==> src/keyboard_scan_code_filter_unit_macros.svh <==
// Assertion macros used by the keyboard scan code filter RTL.
`ifndef KEYBOARD_SCAN_CODE_FILTER_UNIT_MACROS_SVH
`define KEYBOARD_SCAN_CODE_FILTER_UNIT_MACROS_SVH
`ifndef SYNTHESIS
`define KSCF_ASSERT_NOW(lbl, ck, rs, ante, cons) \
  lbl: assert property (@(posedge ck) disable iff (rs) (ante) |-> (cons)) \
    else $error("kscf assertion failed");
`define KSCF_ASSERT_NEXT(lbl, ck, rs, ante, cons) \
  lbl: assert property (@(posedge ck) disable iff (rs) (ante) |=> (cons)) \
    else $error("kscf assertion failed");
`else
`define KSCF_ASSERT_NOW(lbl, ck, rs, ante, cons)
`define KSCF_ASSERT_NEXT(lbl, ck, rs, ante, cons)
`endif
`endif

==> src/kscf_pkg.sv <==
// Types, codes and the mode rewrite table of the keyboard scan code filter.
package kscf_pkg;

  localparam logic [15:0] CODE_INSERT     = 16'h0052;
  localparam logic [15:0] CODE_END_KEYPAD = 16'h0050;
  localparam logic [15:0] CODE_CTRL       = 16'h001d;
  localparam logic [15:0] CODE_ALT        = 16'h0038;
  localparam logic [15:0] CODE_END        = 16'h004f;
  localparam logic [15:0] CODE_LSHIFT     = 16'h002a;
  localparam logic [15:0] CODE_SEQ_FIRST  = 16'h0002;
  localparam logic [15:0] CODE_SEQ_MID    = 16'h0004;
  localparam logic [15:0] CODE_SEQ_LAST   = 16'h0008;

  localparam logic [2:0] FLAGS_MAKE  = 3'd0;
  localparam logic [2:0] FLAGS_BREAK = 3'd1;

  localparam logic [1:0] SEQ_LAST_SLOT = 2'd3;

  typedef enum logic [1:0] {
    PART_NONE = 2'd0,
    PART_4F   = 2'd1,
    PART_2A   = 2'd2
  } end_part_t;

  typedef struct packed {
    logic             ctrl_held;
    logic             alt_held;
    logic             end_held;
    logic             end_via_shift_prefix;
    end_part_t        last_end_part;
    logic [3:0][15:0] release_sequence;
    logic [1:0]       sequence_count;
    logic             remap_mode;
  } kscf_state_t;

  localparam kscf_state_t STATE_RESET = '{
    ctrl_held: 1'b0,
    alt_held: 1'b0,
    end_held: 1'b0,
    end_via_shift_prefix: 1'b0,
    last_end_part: PART_NONE,
    release_sequence: '0,
    sequence_count: 2'd0,
    remap_mode: 1'b0
  };

  function automatic logic [15:0] mode_rewrite(input logic [15:0] c);
    logic [15:0] r;
    case (c)
      16'h001e: r = 16'h0005;
      16'h0012: r = 16'h0004;
      16'h0022: r = 16'h000a;
      16'h0026: r = 16'h0002;
      16'h0018: r = 16'h000b;
      16'h001f: r = 16'h0006;
      default:  r = c;
    endcase
    return r;
  endfunction

endpackage

==> src/kscf_event.sv <==
// Next-state and result logic for one keyboard event.
module kscf_event (
  input  logic [15:0]         make_code,
  input  logic [2:0]          key_flags,
  input  kscf_pkg::kscf_state_t st,
  output kscf_pkg::kscf_state_t st_next,
  output logic [15:0]         out_code
);
  import kscf_pkg::*;

  logic [15:0] code;
  logic        is_make;
  logic        is_break;
  logic        seq_match;

  assign is_make  = (key_flags == FLAGS_MAKE);
  assign is_break = (key_flags == FLAGS_BREAK);
  assign code     = (make_code == CODE_INSERT) ? CODE_END_KEYPAD : make_code;

  assign seq_match = (st.release_sequence[0] == CODE_SEQ_FIRST) &&
                     (st.release_sequence[1] == CODE_SEQ_MID) &&
                     (st.release_sequence[2] == CODE_SEQ_MID) &&
                     (code == CODE_SEQ_LAST);

  always_comb begin
    st_next = st;
    if (code == CODE_CTRL || code == CODE_ALT) begin
      if (code == CODE_CTRL) begin
        if (is_make) st_next.ctrl_held = 1'b1;
        else if (is_break) st_next.ctrl_held = 1'b0;
      end else begin
        if (is_make) st_next.alt_held = 1'b1;
        else if (is_break) st_next.alt_held = 1'b0;
      end
      if (!st.end_via_shift_prefix) begin
        st_next.last_end_part = PART_NONE;
        st_next.end_held = 1'b0;
      end
    end else if (code == CODE_LSHIFT) begin
      case (st.last_end_part)
        PART_NONE: begin
          st_next.end_via_shift_prefix = 1'b1;
          st_next.end_held = 1'b1;
        end
        PART_4F: begin
          st_next.end_via_shift_prefix = 1'b0;
          st_next.end_held = 1'b0;
        end
        default: ;
      endcase
      st_next.last_end_part = PART_2A;
    end else if (code == CODE_END) begin
      if (st.end_via_shift_prefix) begin
        if (st.last_end_part == PART_2A) st_next.end_held = 1'b1;
      end else begin
        if (st.last_end_part == PART_NONE) st_next.end_held = 1'b1;
      end
      st_next.last_end_part = PART_4F;
    end else if (code == CODE_SEQ_FIRST && is_break) begin
      st_next.sequence_count = 2'd0;
      st_next.release_sequence = '0;
      if (!st.end_via_shift_prefix) begin
        st_next.last_end_part = PART_NONE;
        st_next.end_held = 1'b0;
      end
    end else begin
      st_next.ctrl_held = 1'b0;
      st_next.alt_held = 1'b0;
      st_next.end_held = 1'b0;
      if (!st.end_via_shift_prefix) st_next.last_end_part = PART_NONE;
    end

    if (is_break) begin
      st_next.release_sequence[st_next.sequence_count] = code;
      if (st_next.sequence_count == SEQ_LAST_SLOT) begin
        if (seq_match) st_next.remap_mode = !st.remap_mode;
        st_next.sequence_count = 2'd0;
        st_next.release_sequence = '0;
      end else begin
        st_next.sequence_count = st_next.sequence_count + 2'd1;
      end
    end

    out_code = st_next.remap_mode ? mode_rewrite(code) : code;
  end

endmodule

==> src/keyboard_scan_code_filter_unit.sv <==
// Top level of the keyboard scan code filter: input stage, state and result register.
// It takes one event per cycle while in_stall is low; each event gives one result.
// An accepted request sits in an input register; in the next cycle in which the result
// register is free or being taken, it passes through one level of compare logic, updates
// the held-key, sequence and remap state, and lands in the result register, so its result
// is valid from the clock edge after the one that accepts the request, at the earliest.
// A request is taken while a result still waits, as long as the input register is free.
`include "keyboard_scan_code_filter_unit_macros.svh"

module keyboard_scan_code_filter_unit (
  input  logic        clk,
  input  logic        rst,
  input  logic        in_valid,
  output logic        in_stall,
  input  logic [15:0] make_code,
  input  logic [2:0]  key_flags,
  output logic        out_valid,
  input  logic        out_stall,
  output logic [15:0] out_code,
  output logic        reset_request,
  output logic        remap_active
);
  import kscf_pkg::*;

  logic        in_full;
  logic [15:0] in_code;
  logic [2:0]  in_flags;
  kscf_state_t st;
  kscf_state_t st_next;
  logic [15:0] code_next;
  logic        advance;

  assign advance  = in_full && (!out_valid || !out_stall);
  assign in_stall = in_full && !advance;

  kscf_event u_event (
    .make_code (in_code),
    .key_flags (in_flags),
    .st        (st),
    .st_next   (st_next),
    .out_code  (code_next)
  );

  always_ff @(posedge clk) begin
    if (rst) begin
      in_full   <= 1'b0;
      out_valid <= 1'b0;
      st        <= STATE_RESET;
    end else begin
      if (in_valid && !in_stall) begin
        in_full  <= 1'b1;
        in_code  <= make_code;
        in_flags <= key_flags;
      end else if (advance) begin
        in_full <= 1'b0;
      end
      if (advance) begin
        out_valid     <= 1'b1;
        out_code      <= code_next;
        reset_request <= st_next.ctrl_held && st_next.alt_held && st_next.end_held;
        remap_active  <= st_next.remap_mode;
        st            <= st_next;
      end else if (out_valid && !out_stall) begin
        out_valid <= 1'b0;
      end
    end
  end

  `KSCF_ASSERT_NEXT(a_result_matches_state, clk, rst, advance,
    (reset_request == (st.ctrl_held && st.alt_held && st.end_held)) &&
    (remap_active == st.remap_mode))
  `KSCF_ASSERT_NOW(a_empty_sequence_cleared, clk, rst, st.sequence_count == 2'd0,
    st.release_sequence == '0)
  `KSCF_ASSERT_NEXT(a_mode_toggles_on_release_only, clk, rst,
    !(advance && in_flags == FLAGS_BREAK), $stable(st.remap_mode))

endmodule
==> config.mk <==
export PLATFORM = sky130hd
export DESIGN_NAME = keyboard_scan_code_filter_unit
export DESIGN_NICKNAME = d
export VERILOG_FILES = /design/src/kscf_pkg.sv /design/src/kscf_event.sv /design/src/keyboard_scan_code_filter_unit.sv
export VERILOG_INCLUDE_DIRS = /design/src /design/src/src
export SDC_FILE = /design/constraint.sdc
export NUM_CORES = 1
export LEC_CHECK = 0
export BUFFER_PORTS_ARGS = -buffer_cell sky130_fd_sc_hd__buf_2
export CAP_MARGIN = 20
export CORE_MARGIN = 2
export CORE_UTILIZATION = 46
export CTS_BUF_LIST = sky130_fd_sc_hd__clkbuf_4
export DETAILED_ROUTE_END_ITERATION = 10
export GPL_TIMING_DRIVEN = 0
export MAX_ROUTING_LAYER = met4
export PLACE_DENSITY = 0.61
export SYNTH_ARGS = -nofsm -noshare
export SYNTH_HDL_FRONTEND = slang
export SYNTH_HIERARCHICAL = 1
export SYNTH_SLANG_ARGS = --single-unit
export TNS_END_PERCENT = 50
==> constraint.sdc <==
create_clock -name clk -period 4 [get_ports clk]
set_input_delay 0.4 -clock clk [delete_from_list [all_inputs] [get_ports clk]]
set_output_delay 0.4 -clock clk [all_outputs]
set_load 0.02 [all_outputs]
==> results.toml <==
[logic_synthesis]
synth_cells = 513
avgSynthCellArea_sq_um = 10.36
synth_warnings = 6
syn-num-nets = 540
netlist_area_sq_um = 5316

[final_layout]
fin_cells = 722
area_delta_synth_final_pct = 11.86
diodes = 0
final_common_cell = "nand2b_1"
drive_above_1_share_pct = 18.65
fin_area_sq_um = 5947
nNetsFinal = 601
layout_common_cells = "nand2b_1 (116), dfxtp_1 (59), mux2i_1 (57)"
postLayoutCoreUtil_pct = 52.31

[power]
p_int_mw = 1.255
ir_worst_vdd_mv = 0.1814
p_leak_nw = 2.043
clkPwrFrac_pct = 27.5
power.density_nw_per_um2 = 286.7
combPwrFrac_pct = 10.8
p_seq_share_pct = 61.7
switching_share_pct = 26.42
power.switching_uw = 450.4
finalPower_mw = 1.705

[clock_tree]
clk_latency_ns = 0.47
cts_made_buffers = 9
cts_root_buf = "clkbuf_4"
cts_tree = "built"
hold_buffers = 0
clockBufferDepth = 2
cts.sinks = 96
clkSlewWorstSetupHoldPaths_ns = 0.15
cts_max_level = 3

[setup_path]
cp-end-kind = "flop"
start_kind = "flop"
cp_top_family = "simple AND/OR/NAND/NOR gates"
cpMaxStageDelayCell = "or4_1"
worstPathRequired_ns = 4.41
path_cells = "buf_2 -> nor4bb_4 -> nand4_1 -> and2_1 -> buf_6 -> a21boi_1 -> ha_2 -> nor4bb_1 -> nand4_1 -> or4_1 -> nor4_2 -> xnor2_1 -> nand2b_1 -> mux2i_1"
reg2reg_from = "in_code[5]"
r2r-end = "st[0]"
reg2reg_depth = 14
r2r_slack_ns = 0.16
arrival_ns = 4.25
worstSetupPathType = "flop to flop"
cp_num_buf_inv = 2
slowest_delay_ns = 0.55
worst-path-max-fanout = 10
worst_path_most_repeated_cell = "nand4_1"

[routing]
avgRoutedWirePerCell_um = 19.27
vias_per_cell = 5.702
vias = 4117
ant_nets = 0
dr.first_iter.drc_count = 300
drt-total-wl_mm = 13.92
drt-pass1-iter-count = 5
drc = 0

[timing]
worst_slew_pin_slew_ns = 0.9480
whs_ns = 0.1029
setup_viol = 0
slew_violations = 0
min_period_ns = 3.837
clock.fmax_mhz = 260.6
max-slew-margin-rel_pct = 35.91
finalHoldViolations = 0
clock_skew_ns = 0.01547
min_period_over_period_pct = 95.91

[floorplan]
die_h_um = 111.5
core_area_sq_um = 11370
die_w_um = 111.5
dieArea_sq_um = 12430
ios = 43
initial_core_util_pct = 46.76
core.rowCount = 39

[global_route]
grt_antenna_before_repair = 0
overflow = 0
grt_pass1_vias = 3857
grt_max_degree = 19
grt_use_total_pct = 23.43
grt_pass1_wl_mm = 21.75

[hold_path]
hold_class = "input port to flop"
min_from = "make_code[6]"
whs_path_depth = 1
hold_end = "in_code[6]"

[place]
gp_congestion = 0.8570
io_buffers = 41
post-place-cells = 698
dp_hpwl_mm = 9.648
dpl_cell_area_sq_um = 5719

[job]
cap_viol_max_count = 0

[status]
status = "completed"
[registers in the layout, indices dropped and copies added (netlist names)]
signal and cells:
st 57, remap_active 1, reset_request 1, out_code 16, in_flags 3, out_valid 1
in_code 16, in_full 1
[worst register-to-register path, delay by kind of cell (launching register included)]
kind	cells	cell delay [ns]
adders and majority gates	1	0.30
xor gates and xnor gates	1	0.18
DFF	1	0.40
muxes	1	0.13
buffers and inverters	2	0.38
AOI/OAI and AO/OA	1	0.27
and+or+nand+nor	8	2.13
[worst max path at each step]
stage | startpoint | end | slack [ns] | cells after the start
6_report | in_code[5] | st[0] | 0.16 | 14
3_3_place_gp | in_code[8] | st[0] | -0.19 | 13
5_1_grt | in_code[5] | st[0] | -0.02 | 14
3_5_place_dp | in_code[12] | st[0] | -0.24 | 13
4_1_cts | in_code[5] | st[0] | 0.009 | 14
2_1_floorplan | in_code[5] | st[0] | 0.63 | 14
[power groups by stage]
stage | Combinational [mW] | Clock [mW] | Sequential (mW)
after detailed placement | 0.173 | 0 | 1.07
after global routing | 0.196 | 0.523 | 1.05
after floorplan | 0.115 | 0 | 1.07
after CTS | 0.175 | 0.480 | 1.05
final | 0.184 | 0.469 | 1.05
after global placement | 0.169 | 0 | 1.07
[cell type report]
| cell class | instances | area, sq um |
|---|---|---|
| flip-flops and latches | 96 | 2292 |
| fillers | 1047 | 5423 |
| plain buffers | 52 | 327.8 |
| clock buffers | 11 | 82.58 |
| inverters | 7 | 26.28 |
| well taps | 143 | 178.9 |
| repair buffers | 50 | 276.5 |
| clock inverters | 5 | 25.02 |
| multi-input cells | 358 | 2738 |
[what timing repair did]
| item | CTS | global route |
|---|---|---|
| resized for setup | 8 | 4 |
| cloned | 0 | 0 |
| setup buffers | 0 | 8 |
| pin swaps | 0 | 0 |
| setup endpoints to repair | 4 | 32 |
| hold endpoints to repair | 0 | 0 |
[metrics by stage]
stage	setup WS, ns	TNS (ns)
global route	-0.02313	-0.02313
detailed placement	-0.2376	-0.4048
global placement	-0.1883	-0.3367
floorplan	0.6347	0
finish	0.1634	0
CTS	0.009282	0
[metal layers]
metal	GRT usage, %	up-vias	part of all wire [%]
met5	-	-	0
met4	8.560	0	2.1
met2	32.89	153	44
li1	-	1970	-
met1	32.47	1969	48
met3	6.369	25	6.6
Power figures use the tool's default switching activity.
